### src/design/mfog_pkg.sv
// Package for the matrix fill-order generator: sizes, payload and
// configuration types, register indexes. No dependencies.
package mfog_pkg;

    // Sizes
    localparam int MAX_DIM    = 16;
    localparam int DATA_WIDTH = 32;
    localparam int POS_W      = $clog2(MAX_DIM);
    localparam int CNT_W      = $clog2(MAX_DIM * MAX_DIM);
    localparam int CFG_W      = 5;
    localparam int CFG_IDX_W  = 2;

    // Register indexes on the configuration port
    localparam logic [CFG_IDX_W-1:0] REG_ROW_COUNT    = CFG_IDX_W'(0);
    localparam logic [CFG_IDX_W-1:0] REG_COLUMN_COUNT = CFG_IDX_W'(1);
    localparam logic [CFG_IDX_W-1:0] REG_FILL_MODE    = CFG_IDX_W'(2);

    typedef logic signed [DATA_WIDTH-1:0] data_t;
    typedef logic [POS_W-1:0]             pos_t;
    typedef logic [CNT_W-1:0]             count_t;

    typedef enum logic [2:0] {
        MODE_COL_MAJOR = 3'd0,
        MODE_ROW_MAJOR = 3'd1,
        MODE_SNAKE     = 3'd2,
        MODE_SPIRAL    = 3'd3,
        MODE_REVERSE   = 3'd4
    } fill_mode_t;

    typedef enum logic [1:0] {
        DIR_RIGHT = 2'd0,
        DIR_DOWN  = 2'd1,
        DIR_LEFT  = 2'd2,
        DIR_UP    = 2'd3
    } dir_t;

    // Effective configuration, already clamped
    typedef struct packed {
        pos_t       rows_m1;
        pos_t       cols_m1;
        fill_mode_t mode;
        count_t     total_m1;
    } cfg_t;

    localparam cfg_t CFG_RESET = '{
        rows_m1:  pos_t'(3),
        cols_m1:  pos_t'(3),
        mode:     MODE_COL_MAJOR,
        total_m1: count_t'(15)
    };

    // One result item
    typedef struct packed {
        pos_t  dest_row;
        pos_t  dest_col;
        data_t out_value;
        logic  matrix_done;
    } out_item_t;

endpackage

### src/design/mfog_if.sv
// Stream interfaces of the matrix fill-order generator: element input and
// placed-element output. Depends on mfog_pkg.
interface mfog_in_if;
    import mfog_pkg::*;

    logic  valid;
    logic  ready;
    data_t element_value;

    modport source (output valid, output element_value, input ready);
    modport sink   (input valid, input element_value, output ready);
endinterface

interface mfog_out_if;
    import mfog_pkg::*;

    logic  valid;
    logic  ready;
    pos_t  dest_row;
    pos_t  dest_col;
    data_t out_value;
    logic  matrix_done;

    modport source (output valid, output dest_row, output dest_col, output out_value,
                    output matrix_done, input ready);
    modport sink   (input valid, input dest_row, input dest_col, input out_value,
                    input matrix_done, output ready);
endinterface

### src/design/mfog_config.sv
// Configuration registers: clamps row/column counts and mode on write and
// keeps the element total. Depends on mfog_pkg.
module mfog_config (
    input  logic                           clk,
    input  logic                           rst_n,
    input  logic                           cfg_write_en,
    input  logic [mfog_pkg::CFG_IDX_W-1:0] cfg_index,
    input  logic [mfog_pkg::CFG_W-1:0]     cfg_data,
    output mfog_pkg::cfg_t                 cfg,
    output mfog_pkg::cfg_t                 cfg_next,
    output logic                           restart
);
    import mfog_pkg::*;

    cfg_t                  cfg_reg;
    logic [2*(POS_W+1)-1:0] total_prod;

    // 0 taken as 1, above MAX_DIM taken as MAX_DIM; returns count minus one
    function automatic pos_t eff_dim_m1(logic [CFG_W-1:0] raw);
        pos_t res;
        if (raw == '0)
            res = '0;
        else if (int'(raw) > MAX_DIM)
            res = pos_t'(MAX_DIM - 1);
        else
            res = pos_t'(raw - CFG_W'(1));
        return res;
    endfunction

    // Only bits 2:0 are decoded; unknown codes there behave as row-major
    function automatic fill_mode_t eff_mode(logic [CFG_W-1:0] raw);
        fill_mode_t res;
        unique case (raw[2:0])
            3'd0:    res = MODE_COL_MAJOR;
            3'd2:    res = MODE_SNAKE;
            3'd3:    res = MODE_SPIRAL;
            3'd4:    res = MODE_REVERSE;
            default: res = MODE_ROW_MAJOR;
        endcase
        return res;
    endfunction

    // Register write decode; any known index restarts the walker
    always_comb
    begin
        cfg_next = cfg_reg;
        restart  = 1'b0;
        if (cfg_write_en)
        begin
            unique case (cfg_index)
                REG_ROW_COUNT:
                begin
                    cfg_next.rows_m1 = eff_dim_m1(cfg_data);
                    restart          = 1'b1;
                end
                REG_COLUMN_COUNT:
                begin
                    cfg_next.cols_m1 = eff_dim_m1(cfg_data);
                    restart          = 1'b1;
                end
                REG_FILL_MODE:
                begin
                    cfg_next.mode = eff_mode(cfg_data);
                    restart       = 1'b1;
                end
                default: ;
            endcase
        end
        total_prod = {1'b0, cfg_next.rows_m1} * {1'b0, cfg_next.cols_m1}
                   + {(POS_W+2)'(0), cfg_next.rows_m1}
                   + {(POS_W+2)'(0), cfg_next.cols_m1};
        cfg_next.total_m1 = count_t'(total_prod);
    end

    always_ff @(posedge clk or negedge rst_n)
    begin
        if (!rst_n)
            cfg_reg <= CFG_RESET;
        else
            cfg_reg <= cfg_next;
    end

    assign cfg = cfg_reg;

    // Stored total always matches the stored dimensions
    a_total_consistent: assert property (@(posedge clk) disable iff (!rst_n)
        (2*(POS_W+1))'(cfg_reg.total_m1) + (2*(POS_W+1))'(1) ==
        ({1'b0, cfg_reg.rows_m1} + (POS_W+1)'(1)) * ({1'b0, cfg_reg.cols_m1} + (POS_W+1)'(1)))
        else $error("total does not match rows times columns");

endmodule

### src/design/mfog_walker.sv
// Position walker: gives each accepted element its row/column and steps
// the walker for the selected fill pattern. Depends on mfog_pkg, mfog_if.
module mfog_walker (
    input  logic                  clk,
    input  logic                  rst_n,
    mfog_in_if.sink               element_in,
    input  mfog_pkg::cfg_t        cfg,
    input  mfog_pkg::cfg_t        cfg_next,
    input  logic                  restart,
    input  logic                  stage_ready,
    output logic                  push,
    output mfog_pkg::out_item_t   result
);
    import mfog_pkg::*;

    typedef struct packed {
        pos_t   row;
        pos_t   col;
        dir_t   dir;
        pos_t   top;
        pos_t   bottom;
        pos_t   left;
        pos_t   right;
        count_t count;
    } walk_t;

    walk_t walk_reg;
    walk_t walk_next;
    walk_t step;
    logic  last;

    // Start of a matrix for a given configuration
    function automatic walk_t start_of(cfg_t c);
        walk_t w;
        w.dir    = DIR_RIGHT;
        w.top    = '0;
        w.left   = '0;
        w.bottom = c.rows_m1;
        w.right  = c.cols_m1;
        w.count  = '0;
        if (c.mode == MODE_REVERSE)
        begin
            w.row = c.rows_m1;
            w.col = c.cols_m1;
        end
        else
        begin
            w.row = '0;
            w.col = '0;
        end
        return w;
    endfunction

    assign element_in.ready = stage_ready;
    assign push             = element_in.valid && stage_ready;
    assign last             = (walk_reg.count >= cfg.total_m1);

    // Result straight from the current walker position
    always_comb
    begin
        result.dest_row    = walk_reg.row;
        result.dest_col    = walk_reg.col;
        result.out_value   = element_in.element_value;
        result.matrix_done = last;
    end

    // One step of the walker
    always_comb
    begin
        step       = walk_reg;
        step.count = walk_reg.count + count_t'(1);
        unique case (cfg.mode)
            MODE_COL_MAJOR:
            begin
                if (walk_reg.row >= cfg.rows_m1)
                begin
                    step.row = '0;
                    step.col = walk_reg.col + pos_t'(1);
                end
                else
                    step.row = walk_reg.row + pos_t'(1);
            end
            MODE_SNAKE:
            begin
                if (walk_reg.dir == DIR_RIGHT)
                begin
                    if (walk_reg.col >= cfg.cols_m1)
                    begin
                        step.dir = DIR_LEFT;
                        step.row = walk_reg.row + pos_t'(1);
                    end
                    else
                        step.col = walk_reg.col + pos_t'(1);
                end
                else
                begin
                    if (walk_reg.col == '0)
                    begin
                        step.dir = DIR_RIGHT;
                        step.row = walk_reg.row + pos_t'(1);
                    end
                    else
                        step.col = walk_reg.col - pos_t'(1);
                end
            end
            MODE_SPIRAL:
            begin
                unique case (walk_reg.dir)
                    DIR_RIGHT:
                    begin
                        if (walk_reg.col >= walk_reg.right)
                        begin
                            step.dir = DIR_DOWN;
                            step.top = walk_reg.top + pos_t'(1);
                            step.row = walk_reg.row + pos_t'(1);
                        end
                        else
                            step.col = walk_reg.col + pos_t'(1);
                    end
                    DIR_DOWN:
                    begin
                        if (walk_reg.row >= walk_reg.bottom)
                        begin
                            step.dir   = DIR_LEFT;
                            step.right = walk_reg.right - pos_t'(1);
                            step.col   = walk_reg.col - pos_t'(1);
                        end
                        else
                            step.row = walk_reg.row + pos_t'(1);
                    end
                    DIR_LEFT:
                    begin
                        if (walk_reg.col <= walk_reg.left)
                        begin
                            step.dir    = DIR_UP;
                            step.bottom = walk_reg.bottom - pos_t'(1);
                            step.row    = walk_reg.row - pos_t'(1);
                        end
                        else
                            step.col = walk_reg.col - pos_t'(1);
                    end
                    DIR_UP:
                    begin
                        if (walk_reg.row <= walk_reg.top)
                        begin
                            step.dir  = DIR_RIGHT;
                            step.left = walk_reg.left + pos_t'(1);
                            step.col  = walk_reg.col + pos_t'(1);
                        end
                        else
                            step.row = walk_reg.row - pos_t'(1);
                    end
                endcase
            end
            MODE_REVERSE:
            begin
                if (walk_reg.col == '0)
                begin
                    step.col = cfg.cols_m1;
                    step.row = walk_reg.row - pos_t'(1);
                end
                else
                    step.col = walk_reg.col - pos_t'(1);
            end
            default:
            begin
                if (walk_reg.col >= cfg.cols_m1)
                begin
                    step.col = '0;
                    step.row = walk_reg.row + pos_t'(1);
                end
                else
                    step.col = walk_reg.col + pos_t'(1);
            end
        endcase
    end

    // Register write restarts; last element wraps to the start
    always_comb
    begin
        walk_next = walk_reg;
        if (restart)
            walk_next = start_of(cfg_next);
        else if (push)
            walk_next = last ? start_of(cfg) : step;
    end

    always_ff @(posedge clk or negedge rst_n)
    begin
        if (!rst_n)
            walk_reg <= start_of(CFG_RESET);
        else
            walk_reg <= walk_next;
    end

    a_count_in_range: assert property (@(posedge clk) disable iff (!rst_n)
        walk_reg.count <= cfg.total_m1)
        else $error("element count past end of matrix");

    a_pos_in_range: assert property (@(posedge clk) disable iff (!rst_n)
        walk_reg.row <= cfg.rows_m1 && walk_reg.col <= cfg.cols_m1)
        else $error("walker outside matrix");

    a_wrap_after_last: assert property (@(posedge clk) disable iff (!rst_n)
        push && last |=> walk_reg.count == '0)
        else $error("walker did not restart after last element");

endmodule

### src/design/mfog_out_skid.sv
// Result register with skid stage, so ready to the input side is a
// register. Depends on mfog_pkg, mfog_if.
module mfog_out_skid (
    input  logic                clk,
    input  logic                rst_n,
    input  logic                push,
    input  mfog_pkg::out_item_t item,
    output logic                stage_ready,
    mfog_out_if.source          result_out
);
    import mfog_pkg::*;

    logic      main_valid_reg;
    logic      main_valid_next;
    out_item_t main_item_reg;
    out_item_t main_item_next;
    logic      skid_valid_reg;
    logic      skid_valid_next;
    out_item_t skid_item_reg;
    out_item_t skid_item_next;
    logic      pop;

    assign pop         = main_valid_reg && result_out.ready;
    assign stage_ready = !skid_valid_reg;

    // Main/skid refill
    always_comb
    begin
        main_valid_next = main_valid_reg;
        main_item_next  = main_item_reg;
        skid_valid_next = skid_valid_reg;
        skid_item_next  = skid_item_reg;
        if (pop)
        begin
            if (skid_valid_reg)
            begin
                main_item_next  = skid_item_reg;
                skid_valid_next = 1'b0;
            end
            else
            begin
                main_valid_next = push;
                main_item_next  = item;
            end
        end
        else if (push)
        begin
            if (main_valid_reg)
            begin
                skid_valid_next = 1'b1;
                skid_item_next  = item;
            end
            else
            begin
                main_valid_next = 1'b1;
                main_item_next  = item;
            end
        end
    end

    always_ff @(posedge clk or negedge rst_n)
    begin
        if (!rst_n)
        begin
            main_valid_reg <= 1'b0;
            skid_valid_reg <= 1'b0;
        end
        else
        begin
            main_valid_reg <= main_valid_next;
            skid_valid_reg <= skid_valid_next;
        end
    end

    always_ff @(posedge clk)
    begin
        main_item_reg <= main_item_next;
        skid_item_reg <= skid_item_next;
    end

    assign result_out.valid       = main_valid_reg;
    assign result_out.dest_row    = main_item_reg.dest_row;
    assign result_out.dest_col    = main_item_reg.dest_col;
    assign result_out.out_value   = main_item_reg.out_value;
    assign result_out.matrix_done = main_item_reg.matrix_done;

    a_skid_behind_main: assert property (@(posedge clk) disable iff (!rst_n)
        skid_valid_reg |-> main_valid_reg)
        else $error("skid entry held with empty result register");

    a_no_push_when_full: assert property (@(posedge clk) disable iff (!rst_n)
        skid_valid_reg |-> !push)
        else $error("transfer taken with skid stage full");

    a_skid_drains: assert property (@(posedge clk) disable iff (!rst_n)
        skid_valid_reg && result_out.ready |=> !skid_valid_reg)
        else $error("skid entry not moved on after result transfer");

endmodule

### src/design/matrix_fill_order_generator.sv
// Top level of the matrix fill-order generator: configuration registers,
// position walker and result skid stage. Depends on mfog_pkg, mfog_if.
//
//   channel      dir  handshake     payload
//   element_in   in   valid/ready   element_value (32b signed)
//   result_out   out  valid/ready   dest_row, dest_col, out_value, matrix_done
//   cfg_*        in   write enable  cfg_index (2b), cfg_data (5b)
//
// One element per clock while ready is high; the edge that takes the element
// loads its result into the result register, or the skid entry if it stalls.
// Ready drops only when both the result register and the skid entry are full.
// Reset gives a 4x4 column-major walk from row 0, column 0; no clearing pass.
// Any register write restarts the walker at the start of a new matrix.
module matrix_fill_order_generator (
    input  logic                           clk,
    input  logic                           rst_n,
    mfog_in_if.sink                        element_in,
    mfog_out_if.source                     result_out,
    input  logic                           cfg_write_en,
    input  logic [mfog_pkg::CFG_IDX_W-1:0] cfg_index,
    input  logic [mfog_pkg::CFG_W-1:0]     cfg_data
);
    import mfog_pkg::*;

    cfg_t      cfg;
    cfg_t      cfg_next;
    logic      restart;
    logic      stage_ready;
    logic      push;
    out_item_t result;

    mfog_config u_config (
        .clk          (clk),
        .rst_n        (rst_n),
        .cfg_write_en (cfg_write_en),
        .cfg_index    (cfg_index),
        .cfg_data     (cfg_data),
        .cfg          (cfg),
        .cfg_next     (cfg_next),
        .restart      (restart)
    );

    mfog_walker u_walker (
        .clk         (clk),
        .rst_n       (rst_n),
        .element_in  (element_in),
        .cfg         (cfg),
        .cfg_next    (cfg_next),
        .restart     (restart),
        .stage_ready (stage_ready),
        .push        (push),
        .result      (result)
    );

    mfog_out_skid u_out_skid (
        .clk         (clk),
        .rst_n       (rst_n),
        .push        (push),
        .item        (result),
        .stage_ready (stage_ready),
        .result_out  (result_out)
    );

endmodule
### src/flat_wrapper.sv
// flat-port wrapper written by rule: the top's interface ports become plain ports
module matrix_fill_order_generator_flat import mfog_pkg::*;
  (clk, rst_n, cfg_write_en, cfg_index, cfg_data, element_in_valid, element_in_element_value, element_in_ready, result_out_valid, result_out_dest_row, result_out_dest_col, result_out_out_value, result_out_matrix_done, result_out_ready);
  mfog_in_if element_in_i ();
  mfog_out_if result_out_i ();
  input  logic clk;
  input  logic rst_n;
  input  logic cfg_write_en;
  input  logic [mfog_pkg::CFG_IDX_W-1:0] cfg_index;
  input  logic [mfog_pkg::CFG_W-1:0] cfg_data;
  input wire logic [$bits(element_in_i.valid)-1:0] element_in_valid;
  input wire logic [$bits(element_in_i.element_value)-1:0] element_in_element_value;
  output wire logic [$bits(element_in_i.ready)-1:0] element_in_ready;
  output wire logic [$bits(result_out_i.valid)-1:0] result_out_valid;
  output wire logic [$bits(result_out_i.dest_row)-1:0] result_out_dest_row;
  output wire logic [$bits(result_out_i.dest_col)-1:0] result_out_dest_col;
  output wire logic [$bits(result_out_i.out_value)-1:0] result_out_out_value;
  output wire logic [$bits(result_out_i.matrix_done)-1:0] result_out_matrix_done;
  input wire logic [$bits(result_out_i.ready)-1:0] result_out_ready;
  assign element_in_i.valid = element_in_valid;
  assign element_in_i.element_value = element_in_element_value;
  assign element_in_ready = element_in_i.ready;
  assign result_out_valid = result_out_i.valid;
  assign result_out_dest_row = result_out_i.dest_row;
  assign result_out_dest_col = result_out_i.dest_col;
  assign result_out_out_value = result_out_i.out_value;
  assign result_out_matrix_done = result_out_i.matrix_done;
  assign result_out_i.ready = result_out_ready;
  matrix_fill_order_generator u_core (.clk(clk), .rst_n(rst_n), .element_in(element_in_i), .result_out(result_out_i), .cfg_write_en(cfg_write_en), .cfg_index(cfg_index), .cfg_data(cfg_data));
endmodule
### config.mk
export PLATFORM = sky130hd
export DESIGN_NAME = matrix_fill_order_generator_flat
export DESIGN_NICKNAME = d
export VERILOG_FILES = /design/src/design/mfog_pkg.sv /design/src/design/mfog_if.sv /design/src/design/mfog_config.sv /design/src/design/mfog_walker.sv /design/src/design/mfog_out_skid.sv /design/src/design/matrix_fill_order_generator.sv /design/src/flat_wrapper.sv
export SDC_FILE = /design/constraint.sdc
export NUM_CORES = 1
export LEC_CHECK = 0
export ABC_CLOCK_PERIOD_IN_PS = 4900
export BUFFER_PORTS_ARGS = -buffer_cell sky130_fd_sc_hd__buf_4
export CORE_AREA = 2 2 123 155
export DETAILED_ROUTE_END_ITERATION = 16
export DIE_AREA = 0 0 125 157
export PLACE_DENSITY = 0.75
export SYNTH_ARGS = -nofsm -noshare
export SYNTH_HDL_FRONTEND = slang
export SYNTH_HIERARCHICAL = 1
export SYNTH_SLANG_ARGS = --single-unit
### constraint.sdc
create_clock -name clk -period 4.9 [get_ports clk]
set_input_delay 0.735 -clock clk [delete_from_list [all_inputs] [get_ports clk]]
set_output_delay 0.735 -clock clk [all_outputs]
set_load 0.03 [all_outputs]
== Yosys cells after proc, flatten, opt, wreduce, memory -nomap -nowiden ==
Cells that the tools add are included.
Word-level totals
  bits of input ports: 44
  output and inout bits: 43
  RAM bits: 0
  memories: 0
  register bits after elaboration: 137
  bits in latches: 0
  word-level logic and storage cells: 163
  ROM bits: 0
Cells by class
  add/subtract/negate cells: 12
  equality and inequality tests: 28
  bitwise operators: 1
  reductions and logical operators: 34
  magnitude comparators: 8
  shift-type cells: 0
  $mul: 1
  divide/modulo/power cells: 0
  multiplexer cells: 57
Operators by type and width (count)
  $mux 41: 4
  $mux 4: 26
  $mux 34: 3
  $ne 5x4->1 const B: 12
  $pmux 10 s4: 1
  $pmux 8 s4: 1
  $reduce_bool 3->1: 9
  $sub 4x1->4 const B: 5
  $mux 6: 3
  $add 4x1->4 const B: 4
  $add 8x4->8: 2
  $ge 4x4->1: 4
  $mux 16: 1
  $mux 8: 2
  $reduce_and 4->1: 4
  $reduce_and 8->1: 2
  $eq 3x2->1 const B: 4
  $pmux 3 s4: 1
  $mux 11: 1
  $mux 10: 1
  $eq 3x3->1 const B: 3
  $add 8x1->8 const B: 1
  $ge 8x8->1: 1
  $le 4x4->1: 2
  24 further kinds: 44

== Depth between registers and ports, before layout ==
Gate-level depths: netlist of run 1.
  depth after elaboration: 8
  gate-level depth with buffers: 17
  depth with buffers taken out: 17

== Hierarchy ==
Netlist of run 1, hierarchy kept.
By module, submodules not included
  mfog_walker: cells an instance 496, seq. area each 855.8 um^2, area an instance 4013.8 um^2, times used 1
  mfog_out_skid: cells an instance 137, seq. area each 2512.4 um^2, area an instance 3230.6 um^2, times used 1
  mfog_config: cells an instance 164, seq. area each 485.5 um^2, area an instance 1685.4 um^2, times used 1

== Least setup slack after synthesis of run 1 ==
No wires, ideal clock.
  path kind: input -> register
  start point: input cfg_data[0] (netlist name)
  end point: register u_core.u_config.cfg_reg, in the netlist u_core/u_config/cfg[6]
  stages on the path: 15
  slack: 472 ps
  arrival time: 4348 ps
  buffers on the path: 0
  required time: 4820 ps
  setup time: 80 ps
  cells stage by stage: inv_1 -> ha_1 -> nor3b_2 -> a21oi_1 -> a22o_1 -> a22o_1 -> fa_1 -> inv_1 -> fa_1 -> fa_1 -> inv_1 -> fa_1 -> a21o_1 -> a21oi_1 -> xnor2_1
RTL lines
  from (decl): RTL line flat_wrapper.sv:10  | input logic [mfog_pkg::CFG_W-1:0] cfg_data;
  to (signal assigned): RTL line mfog_config.sv:80  | cfg_reg <= cfg_next;
  to (decl): RTL line mfog_config.sv:15  | cfg_t cfg_reg;

==> flow_summary.yaml, run 1 <==
critical_path:
  cp_max_fo: 6
  crit_arrival_ps: 4690
  path_cells: "buf_4, inv_1, ha_1, nand2b_1, a211oi_2, nor3_2, a22o_1, fa_1, inv_1, fa_1, fa_1, inv_1, fa_1, a21o_1, a21oi_1, xnor2_1"
  max_stage_delay_ps: 570
  critPathSlowestCell: "fa_1"
  crit_path_start_kind: "primary input"
  crit_top_cell: "fa_1"
  required_ps: 5240
  crit_type: "primary input to flip-flop"
  critPathCaptureType: "flip-flop"
sta:
  rsz0062_at_grt: "no"
  max_freq_mhz: 229.6
  period_needed_ps: 4355
  final-hold-violation-count: 0
  worst_slew_pin_slew_ps: 1184
  setup_viol: 0
  finalCritPeriodShare_pct: 88.87
  tns_ps: 0
  max_slew_margin_pct: 20.85
  worst_hold_slack_ps: 365.6
  slew_violations: 0
  finalClockSkew_ps: 12.89
drt:
  wire_per_inst_microns: 17.98
  drt-pass1-iter-count: 5
  antenna_left: 0
  wl_mm: 19.44
  via_count: 6338
  drt-vias-per-instance: 5.863
  drt_iter0_drc: 526
  drc_errors: 0
clocking:
  post-cts-setup-buffers: 0
  cts_tree: "built"
  clk-insertion-delay-late_ps: 420
  hold_buffers: 0
  clkSinkCount: 137
  htree_levels: 4
  root_buffer: "clkbuf_16"
  cts_inserted_buffers: 17
  cts_resized: 0
  path_clk_slew_ps: 60
  clock_path_buffers: 2
layout:
  layout_common_cells: "93 x buf_4, 82 x edfxtp_1, 61 x inv_1, 61 x ha_1, 57 x nand2_1"
  layout_commonest_cell: "buf_4"
  largest_register_ffs: 41
  post_route_cells_drive_above_1_share_pct: 24.85
  diodes: 0
  area_growth_pct: 11.88
  fin_nets: 956
  nFillCells: 1494
place:
  numPortBuffers: 86
  gp_congestion: 0.8696
  hpwlAfterDp_mm: 13.89
floorplan:
  dieWidth_microns: 125
  dieArea_sq_um: 19630
  io_pins: 87
  die_y_microns: 157
  coreArea_sq_um: 18030
  start_util_pct: 49.53
  rows: 55
global_route:
  grt_pass1_wl_mm: 31.44
  grtUsageTotal_pct: 20.03
  grt_pass1_vias: 6208
  overflow: 0
  antenna_found_initial: 0
  grt_max_degree: 56
logic_synthesis:
  ys_seq_elements: 137
  synthesis.area_sq_um: 8930
  synth_nets: 913
  synth.distinct_cells: 81
  synth_flop_cell: "edfxtp_1"
  ys_seq_area_share_pct: 43.16
  yosys_warnings: 6
  syn_avg_cell_area_sq_um: 11.20
  synthCells: 797
  synth_edf_count: 82
  synthArstFlopShare_pct: 40.15
job:
  drv_cap: 0
min_path:
  hold_path_class: "primary input to async pin"
power:
  p_per_area_nw_per_um2: 433.8
  leakagePower_uw: 0.004281
  ir_drop_mv: 0.2921
status:
  status: "complete, no violations"
## final cells by class
type,instances,area (sq um),area share (%)
Clock buffer,17,425.4,4.258
Clock inverter,15,133.9,1.340
Inverter,62,232.7,2.329
Multi-Input combinational cell,529,4362,43.66
Sequential cell,137,3854,38.57
Tap cell,228,285.3,2.855
Timing Repair Buffer,93,698.2,6.988
## power breakdown
part	leakage, uW	internal, uW	switching [uW]
logic	0.00260	716	856
registers	0.00142	1370	181
clock network	0.000265	666	542
## cell usage after synthesis (15+ instances only)
master / number / area, sq um
dfrtp_1: 43 / 1076
a22o_1: 19 / 166.4
nor2_1: 44 / 165.2
buf_4: 44 / 330.3
mux2_4: 44 / 660.6
inv_1: 61 / 229.0
edfxtp_1: 82 / 2462
o21ai_0: 32 / 160.2
a21oi_1: 41 / 205.2
nand2_1: 57 / 214.0
ha_1: 61 / 763.2
nand2b_1: 15 / 93.84
## critical path, delay by kind of cell
family | cells | cell delay (ps)
xor+xnor | 1 | 130
fa+ha+maj | 5 | 2280
simple gates | 2 | 210
buf+inv | 4 | 390
compound gates | 4 | 950
## stage by stage
step / power (uW) / cells / util, % / setup WS, ps / area (sq um)
floorplan: 2803 / 797 / - / 471.9 / 8930
global placement: 3067 / 1049 / 52.31 / 217.6 / 9432
detailed placement: 3125 / 1049 / 52.31 / 124.9 / 9432
CTS: 4347 / 1081 / 55.41 / 548.0 / 9991
global route: 4634 / 1081 / 55.41 / 289.0 / 9991
finish: 4334 / 1081 / 55.41 / 545.5 / 9991
## final timing paths
path,from,to,slack (ps),cells past startpoint
hold reg to reg,u_core/u_walker/walk_reg[9]$_DFFE_PN1P_,u_core/u_walker/walk_reg[9]$_DFFE_PN1P_,530,2
min in group clk,element_in_element_value[8],u_core/u_out_skid/skid_item_reg[9]$_DFFE_PP_,500,1
setup reg to reg,u_core/u_config/cfg[11]$_DFF_PN1_,u_core/u_config/cfg[6]$_DFF_PN0_,1170,11
setup / recovery,cfg_data[1],u_core/u_config/cfg[6]$_DFF_PN0_,550,16
hold / removal,rst_n,u_core/u_walker/walk_reg[7]$_DFFE_PN0N_,370,1
max in group asynchronous,rst_n,u_core/u_walker/result[37]$_DFFE_PN0P_,4050,1
## layer usage
metal / wire (microns) / part of all wire (%) / global-route usage, %
met3: 1179 / 6.1 / 3.569
met2: 9683 / 50 / 34.73
met5: 0 / 0 / 0
met1: 8063 / 41 / 24.52
met4: 511 / 2.6 / 8.942
## logic make-up (layout without fill, tap and decap cells)
logic type | count (synthesis) | after routing | share of synthesized area, %
compound gates | 206 | 206 | 17.39
mux | 50 | 50 | 8.099
simple gates | 188 | 188 | 10.94
fa+ha+maj | 72 | 72 | 11.01
flops | 137 | 137 | 43.16
xor+xnor | 13 | 13 | 1.275
buf+inv | 131 | 187 | 8.127
Power figures use the tool's default switching activity.
==> inputs of run 2 (changes only) <==
CORE_AREA = 2 2 118 149   (was 2 2 123 155)
DIE_AREA = 0 0 120 151   (was 0 0 125 157)
PLACE_DENSITY = 0.76   (was 0.75)
SYNTH_HIERARCHICAL = unset   (was 1)
==> run 2 against run 1 <==
Critical path depth increased by 2. Routed wire length decreased by 6.5%. Sequential share of layout area increased by 1.1 points. Largest power group unchanged. Highest routed layer unchanged.
==> flow_summary.yaml, run 2 <==
global_route:
  grt_max_degree: 56
  overflow: 0
  grtUsageTotal_pct: 21.15
  grt_pass1_vias: 6011
  antenna_found_initial: 0
  grt_pass1_wl_mm: 29.90
logic_synthesis:
  synthCells: 732
  synth_flop_cell: "edfxtp_1"
  synthArstFlopShare_pct: 40.15
  synth_edf_count: 82
  ys_seq_area_share_pct: 46.94
  synth.distinct_cells: 86
  synth.largest_area_cell: "edfxtp_1"
  synth_nets: 849
  synth_area_leaders: "edfxtp_1 30%, dfrtp_1 13%, ha_1 9.4%, mux2_2 5.9%, dfstp_2 3.8%"
  synth.most_common_cell: "edfxtp_1"
  synth_commonest_cells: "82 x edfxtp_1, 68 x inv_1, 62 x ha_1"
  synth_top_area_share_pct: 30.00
  ys_seq_elements: 137
  synthesis.area_sq_um: 8209
  yosys_warnings: 0
  syn_avg_cell_area_sq_um: 11.21
drt:
  drc_errors: 0
  drt_iter0_drc: 595
  drt-pass1-iter-count: 6
  antenna_left: 0
  wl_mm: 18.18
  wire_per_inst_microns: 17.11
  via_count: 6011
  drt-vias-per-instance: 5.655
layout:
  final_area_sq_um: 9726
  layout_common_cells: "104 x buf_4, 82 x edfxtp_1, 68 x inv_1, 62 x ha_1, 56 x nand2_1"
  fin_nets: 949
  area_growth_pct: 18.47
  diodes: 0
  post_route_cells_drive_above_1_share_pct: 27.05
  layout.cells.non_filler: 1063
  layout_commonest_cell: "buf_4"
  largest_register_ffs: 41
sta:
  finalClockSkew_ps: 7.390
  period_needed_ps: 4411
  setup_viol: 0
  rsz0062_at_grt: "no"
  max_slew_margin_pct: 31.72
  worst_slew_pin_slew_ps: 1023
  slew_violations: 0
  max_freq_mhz: 226.7
  finalCritPeriodShare_pct: 90.03
  final-hold-violation-count: 0
  tns_ps: 0
clocking:
  path_clk_slew_ps: 60
  root_buffer: "clkbuf_16"
  hold_buffers: 0
  cts_resized: 0
  htree_levels: 4
  clock_path_buffers: 2
  cts_inserted_buffers: 17
  clk-insertion-delay-late_ps: 430
  cts_tree: "built"
  post-cts-setup-buffers: 0
  clkSinkCount: 137
critical_path:
  critPathCaptureType: "flip-flop"
  crit_path_start_kind: "primary input"
  r2r_end: "u_core.u_config.cfg[7]$_DFF_PN0_"
  crit_arrival_ps: 4760
  max_stage_delay_ps: 540
  critPathBufInv: 3
  path_cells: "buf_4, inv_1, ha_1, or3b_1, nor2_1, a21oi_1, mux2_2, nand2_1, fa_1, fa_1, fa_1, inv_1, ha_1, a21o_1, a21oi_1, o21bai_1, a21oi_1, xnor2_1"
  r2r_cells: 14
  crit_type: "primary input to flip-flop"
  critPathSlowestCell: "fa_1"
  critPathTopFamily: "adder cells"
  cp_max_fo: 6
  required_ps: 5250
  r2r-start: "u_core.u_config.cfg[15]$_DFF_PN1_"
  rrSetupSlack_ps: 1150
floorplan:
  dieArea_sq_um: 18120
  io_pins: 87
  coreArea_sq_um: 16640
  die_y_microns: 151
  rows: 53
  start_util_pct: 49.32
  dieWidth_microns: 120
min_path:
  hold_path_class: "primary input to async pin"
power:
  leakagePower_uw: 0.004136
  p_per_area_nw_per_um2: 584.0
  ir_drop_mv: 0.2913
place:
  numPortBuffers: 86
  hpwlAfterDp_mm: 13.21
  place_area_sq_um: 9170
  placed_cells: 1033
  gp_congestion: 0.8789
job:
  drv_cap: 0
status:
  status: "complete, no violations"
run 2: changes by cell type in the layout (fill, tap and decap cells not counted), sizes merged, moves of 5 or more:
cell	previous run	this run
a31oi	6	14
nor2	45	32
a311oi	1	6
mux2i	4	11
nand2b	15	7
buf	93	104
a21oi	43	31
inv	69	74
a211oi	18	10
a22o	20	0
o21ai	41	54
a22oi	8	3
run 2: layout make-up:
cell class / count / area [sq um]
fillers: 1420 / 6919
multi-input cells: 499 / 3986
flip-flops and latches: 137 / 3854
repair buffers: 104 / 780.7
clock buffers: 17 / 425.4
well taps: 220 / 275.3
inverters: 73 / 274.0
clock inverters: 13 / 130.1
run 2: how the worst max path moves through the flow:
| stage | from | to | slack, ps | cells past startpoint |
|---|---|---|---|---|
| 2_1_floorplan | cfg_data[0] | u_core.u_config.cfg[7]$_DFF_PN0_ | 220 | 17 |
| 3_3_place_gp | cfg_data[1] | u_core.u_config.cfg[7]$_DFF_PN0_ | 120 | 18 |
| 3_5_place_dp | cfg_data[0] | u_core.u_config.cfg[7]$_DFF_PN0_ | 20 | 18 |
| 4_1_cts | cfg_data[0] | u_core.u_config.cfg[7]$_DFF_PN0_ | 480 | 18 |
| 5_1_grt | cfg_data[0] | u_core.u_config.cfg[7]$_DFF_PN0_ | 200 | 21 |
| 6_report | cfg_data[0] | u_core.u_config.cfg[7]$_DFF_PN0_ | 490 | 18 |
run 2: metal layers:
layer  wire length (microns)  GRT usage [%]  part of all wire (%)  vias to the layer above
li1                        -              -                     -                     2895
met1                    7829          26.51                    43                     2894
met2                    8951          35.80                    49                      189
met3                     967          3.803                   5.3                       33
met4                     434          9.529                   2.4                        0
met5                       0              0                     0                        -
run 2: per-stage QoR:
step / total power (uW) / utilization (%) / worst slack [ps] / hold slack [ps]
after detailed placement: 4486 / 55.09 / 20.89 / 481.6
after global placement: 4423 / 55.09 / 120.4 / 475.1
after global routing: 6090 / 58.43 / 201.6 / 416.2
after CTS: 5731 / 58.43 / 480.3 / 381.6
after floorplan: 3769 / - / 220.5 / 439.4
final: 5680 / 58.43 / 488.7 / 362.5
run 2: logic make-up after synthesis:
logic type	synth area share, %
flops	46.94
fa+ha+maj	12.13
xor+xnor	1.387
mux	7.560
buf+inv	4.755
simple gates	10.39
compound gates	16.83
run 2: worst reg2reg max path: stages, from the launching register on:
cell and delay, ps:
dfstp_2 590, nand2_1 70, o21a_1 120, inv_2 80, nand2_1 80, fa_1 550
fa_1 540, fa_1 540, inv_1 70, ha_1 280, a21o_1 170, a21oi_1 210
o21bai_1 80, a21oi_1 170, xnor2_1 130
run 2: power by group:
part	internal, uW	switching (uW)	total [uW]
combinational	1070	1480	2540
sequential	1640	284	1920
clock	736	477	1210
==> inputs of run 3 (changes only) <==
GPL_TIMING_DRIVEN = 0   (was unset)
==> run 3 against run 2 <==
Routed wire length increased by 4.8%. Non-clock buffer count grew 12. Global-route usage is 0.62 points higher. Flip-flop and latch count is the same. Register-to-register slack got worse by 50 ps. Clock-buffer cell count is 1 higher. Sequential share of layout area shrank 0.85 points. Fmax is 5.2% lower. Clock skew rose by 1.3 ps. Critical path type unchanged. Largest cell class unchanged. Largest power group unchanged. Highest routed layer unchanged.
==> flow_summary.yaml, run 3 (synthesized netlist as in run 2, its figures left out) <==
power:
  total_power_uw: 6046
  combPwrFrac_pct: 44.0
  netSwitchingPower_uw: 2307
  pwr-share-clk_pct: 24.9
  p_sw_share_pct: 38.15
  seq_power_share_pct: 31.1
  ir_drop_mv: 0.3676
  leakagePower_uw: 0.004231
  p_per_area_nw_per_um2: 608.3
  intPower_uw: 3739
global_route:
  overflow: 0
  grt_max_degree: 56
  antenna_found_initial: 0
  grt_pass1_vias: 5912
  grtUsageTotal_pct: 21.77
  grt_pass1_wl_mm: 30.52
layout:
  area_growth_pct: 21.06
  diodes: 0
  layout_commonest_cell: "buf_4"
  fin_nets: 961
  largest_register_ffs: 41
  layout_common_cells: "92 x buf_4, 82 x edfxtp_1, 68 x inv_1, 61 x ha_1, 56 x nand2_1"
  nFillCells: 1418
  utilization_pct: 59.71
  post_route_cells_drive_above_1_share_pct: 27.57
drt:
  via_count: 6162
  wire_per_inst_microns: 17.71
  drt_iter0_drc: 474
  drc_errors: 0
  antenna_left: 0
  drt-vias-per-instance: 5.727
  wl_mm: 19.05
  drt-pass1-iter-count: 6
floorplan:
  die_y_microns: 151
  dieArea_sq_um: 18120
  rows: 53
  io_pins: 87
  start_util_pct: 49.32
  dieWidth_microns: 120
  coreArea_sq_um: 16640
clocking:
  path_clk_slew_ps: 60
  clkSinkCount: 137
  cts_inserted_buffers: 17
  root_buffer: "clkbuf_16"
  clock_path_buffers: 2
  cts_tree: "built"
  htree_levels: 4
  clk-insertion-delay-late_ps: 430
critical_path:
  required_ps: 5250
  cp_max_fo: 6
  rrSetupSlack_ps: 1100
  critPathCaptureType: "flip-flop"
  crit_path_start_kind: "primary input"
  cp-endpoint: "u_core.u_config.cfg[7]$_DFF_PN0_"
  r2r_end: "u_core.u_config.cfg[7]$_DFF_PN0_"
  r2r-start: "u_core.u_config.cfg[16]$_DFF_PN1_"
  crit_arrival_ps: 5000
  crit_type: "primary input to flip-flop"
  r2r_cells: 15
  crit_start: "cfg_data[0]"
status:
  status: "complete, no violations"
sta:
  final-hold-violation-count: 0
  worst_slew_pin_slew_ps: 904.0
  max_slew_margin_pct: 39.47
  setup_viol: 0
  finalCritPeriodShare_pct: 94.96
  rsz0062_at_grt: "no"
  slew_violations: 0
  finalClockSkew_ps: 8.660
  period_needed_ps: 4653
  max_freq_mhz: 214.9
  tns_ps: 0
job:
  drv_cap: 0
place:
  numPortBuffers: 86
  gp_congestion: 0.9087
  hpwlAfterDp_mm: 13.94
min_path:
  hold_path_class: "primary input to async pin"
-- run 3: how the worst min path moves through the flow --
stage	start	endpoint	cells after the start
after floorplan	rst_n	u_core.u_config.cfg[10]$_DFF_PN0_	0
after global placement	u_core.u_walker.result[37]$_DFFE_PN0P_	u_core.u_out_skid.skid_item_reg[37]$_DFFE_PP_	0
after detailed placement	u_core.u_walker.result[37]$_DFFE_PN0P_	u_core.u_out_skid.skid_item_reg[37]$_DFFE_PP_	0
after CTS	rst_n	u_core.u_config.cfg[17]$_DFF_PN0_	1
after global routing	rst_n	u_core.u_walker.walk_reg[24]$_DFFE_PN0P_	1
final	rst_n	u_core.u_walker.walk_reg[18]$_DFFE_PN0P_	1
-- run 3: timing repair --
item	in CTS	in global routing
setup endpoints to repair	0	1
buffers inserted	0	3
gates resized for setup	0	5
hold buffers	0	0
endpoints found under the hold margin	0	0
-- run 3: layer usage --
layer / vias up / share of wire (%) / routed length, microns / track usage (%)
li1: 2943 / - / - / -
met1: 2969 / 42 / 7960 / 26.84
met2: 213 / 50 / 9516 / 37.56
met3: 37 / 5.9 / 1118 / 5.120
met4: 0 / 2.4 / 455 / 7.471
met5: - / 0 / 0 / 0
-- run 3: cell type report --
class / instances / area (sq um) / area share [%]
repair buffers: 93 / 725.7 / 7.302
inverters: 73 / 274.0 / 2.757
clock buffers: 18 / 429.2 / 4.318
well taps: 220 / 275.3 / 2.770
multi-input cells: 499 / 4001 / 40.26
plain buffers: 23 / 116.4 / 1.171
clock inverters: 13 / 262.8 / 2.644
flip-flops and latches: 137 / 3854 / 38.78
-- run 3: worst max-delay path: stages --
cell and delay (ps):
buf_4 130, inv_1 160, ha_2 250, or3b_1 400
nor2_1 150, a21oi_1 90, mux2_2 350, nand2_1 100
fa_1 450, fa_1 530, fa_1 550, inv_1 70
ha_1 290, a21o_1 190, a21oi_2 170, o21bai_1 80
a21oi_1 180, xnor2_1 130
-- run 3: power groups by stage --
stage | clock network, uW | logic, uW | registers [uW]
floorplan | 0 | 1690 | 2080
global placement | 0 | 2530 | 1910
detailed placement | 0 | 2610 | 1900
CTS | 1530 | 2650 | 1880
global route | 1590 | 2970 | 1920
finish | 1510 | 2660 | 1880
-- run 3: metrics by stage --
step	hold slack, ps	setup slack [ps]	std cells	area, sq um
after floorplan	439.4	220.5	732	8209
after global placement	461.1	-1066	1038	9130
after detailed placement	471.1	-346.9	1042	9204
after CTS	377.4	94.30	1073	9896
after global routing	406.1	68.89	1076	9938
final	353.9	247.0	1076	9938
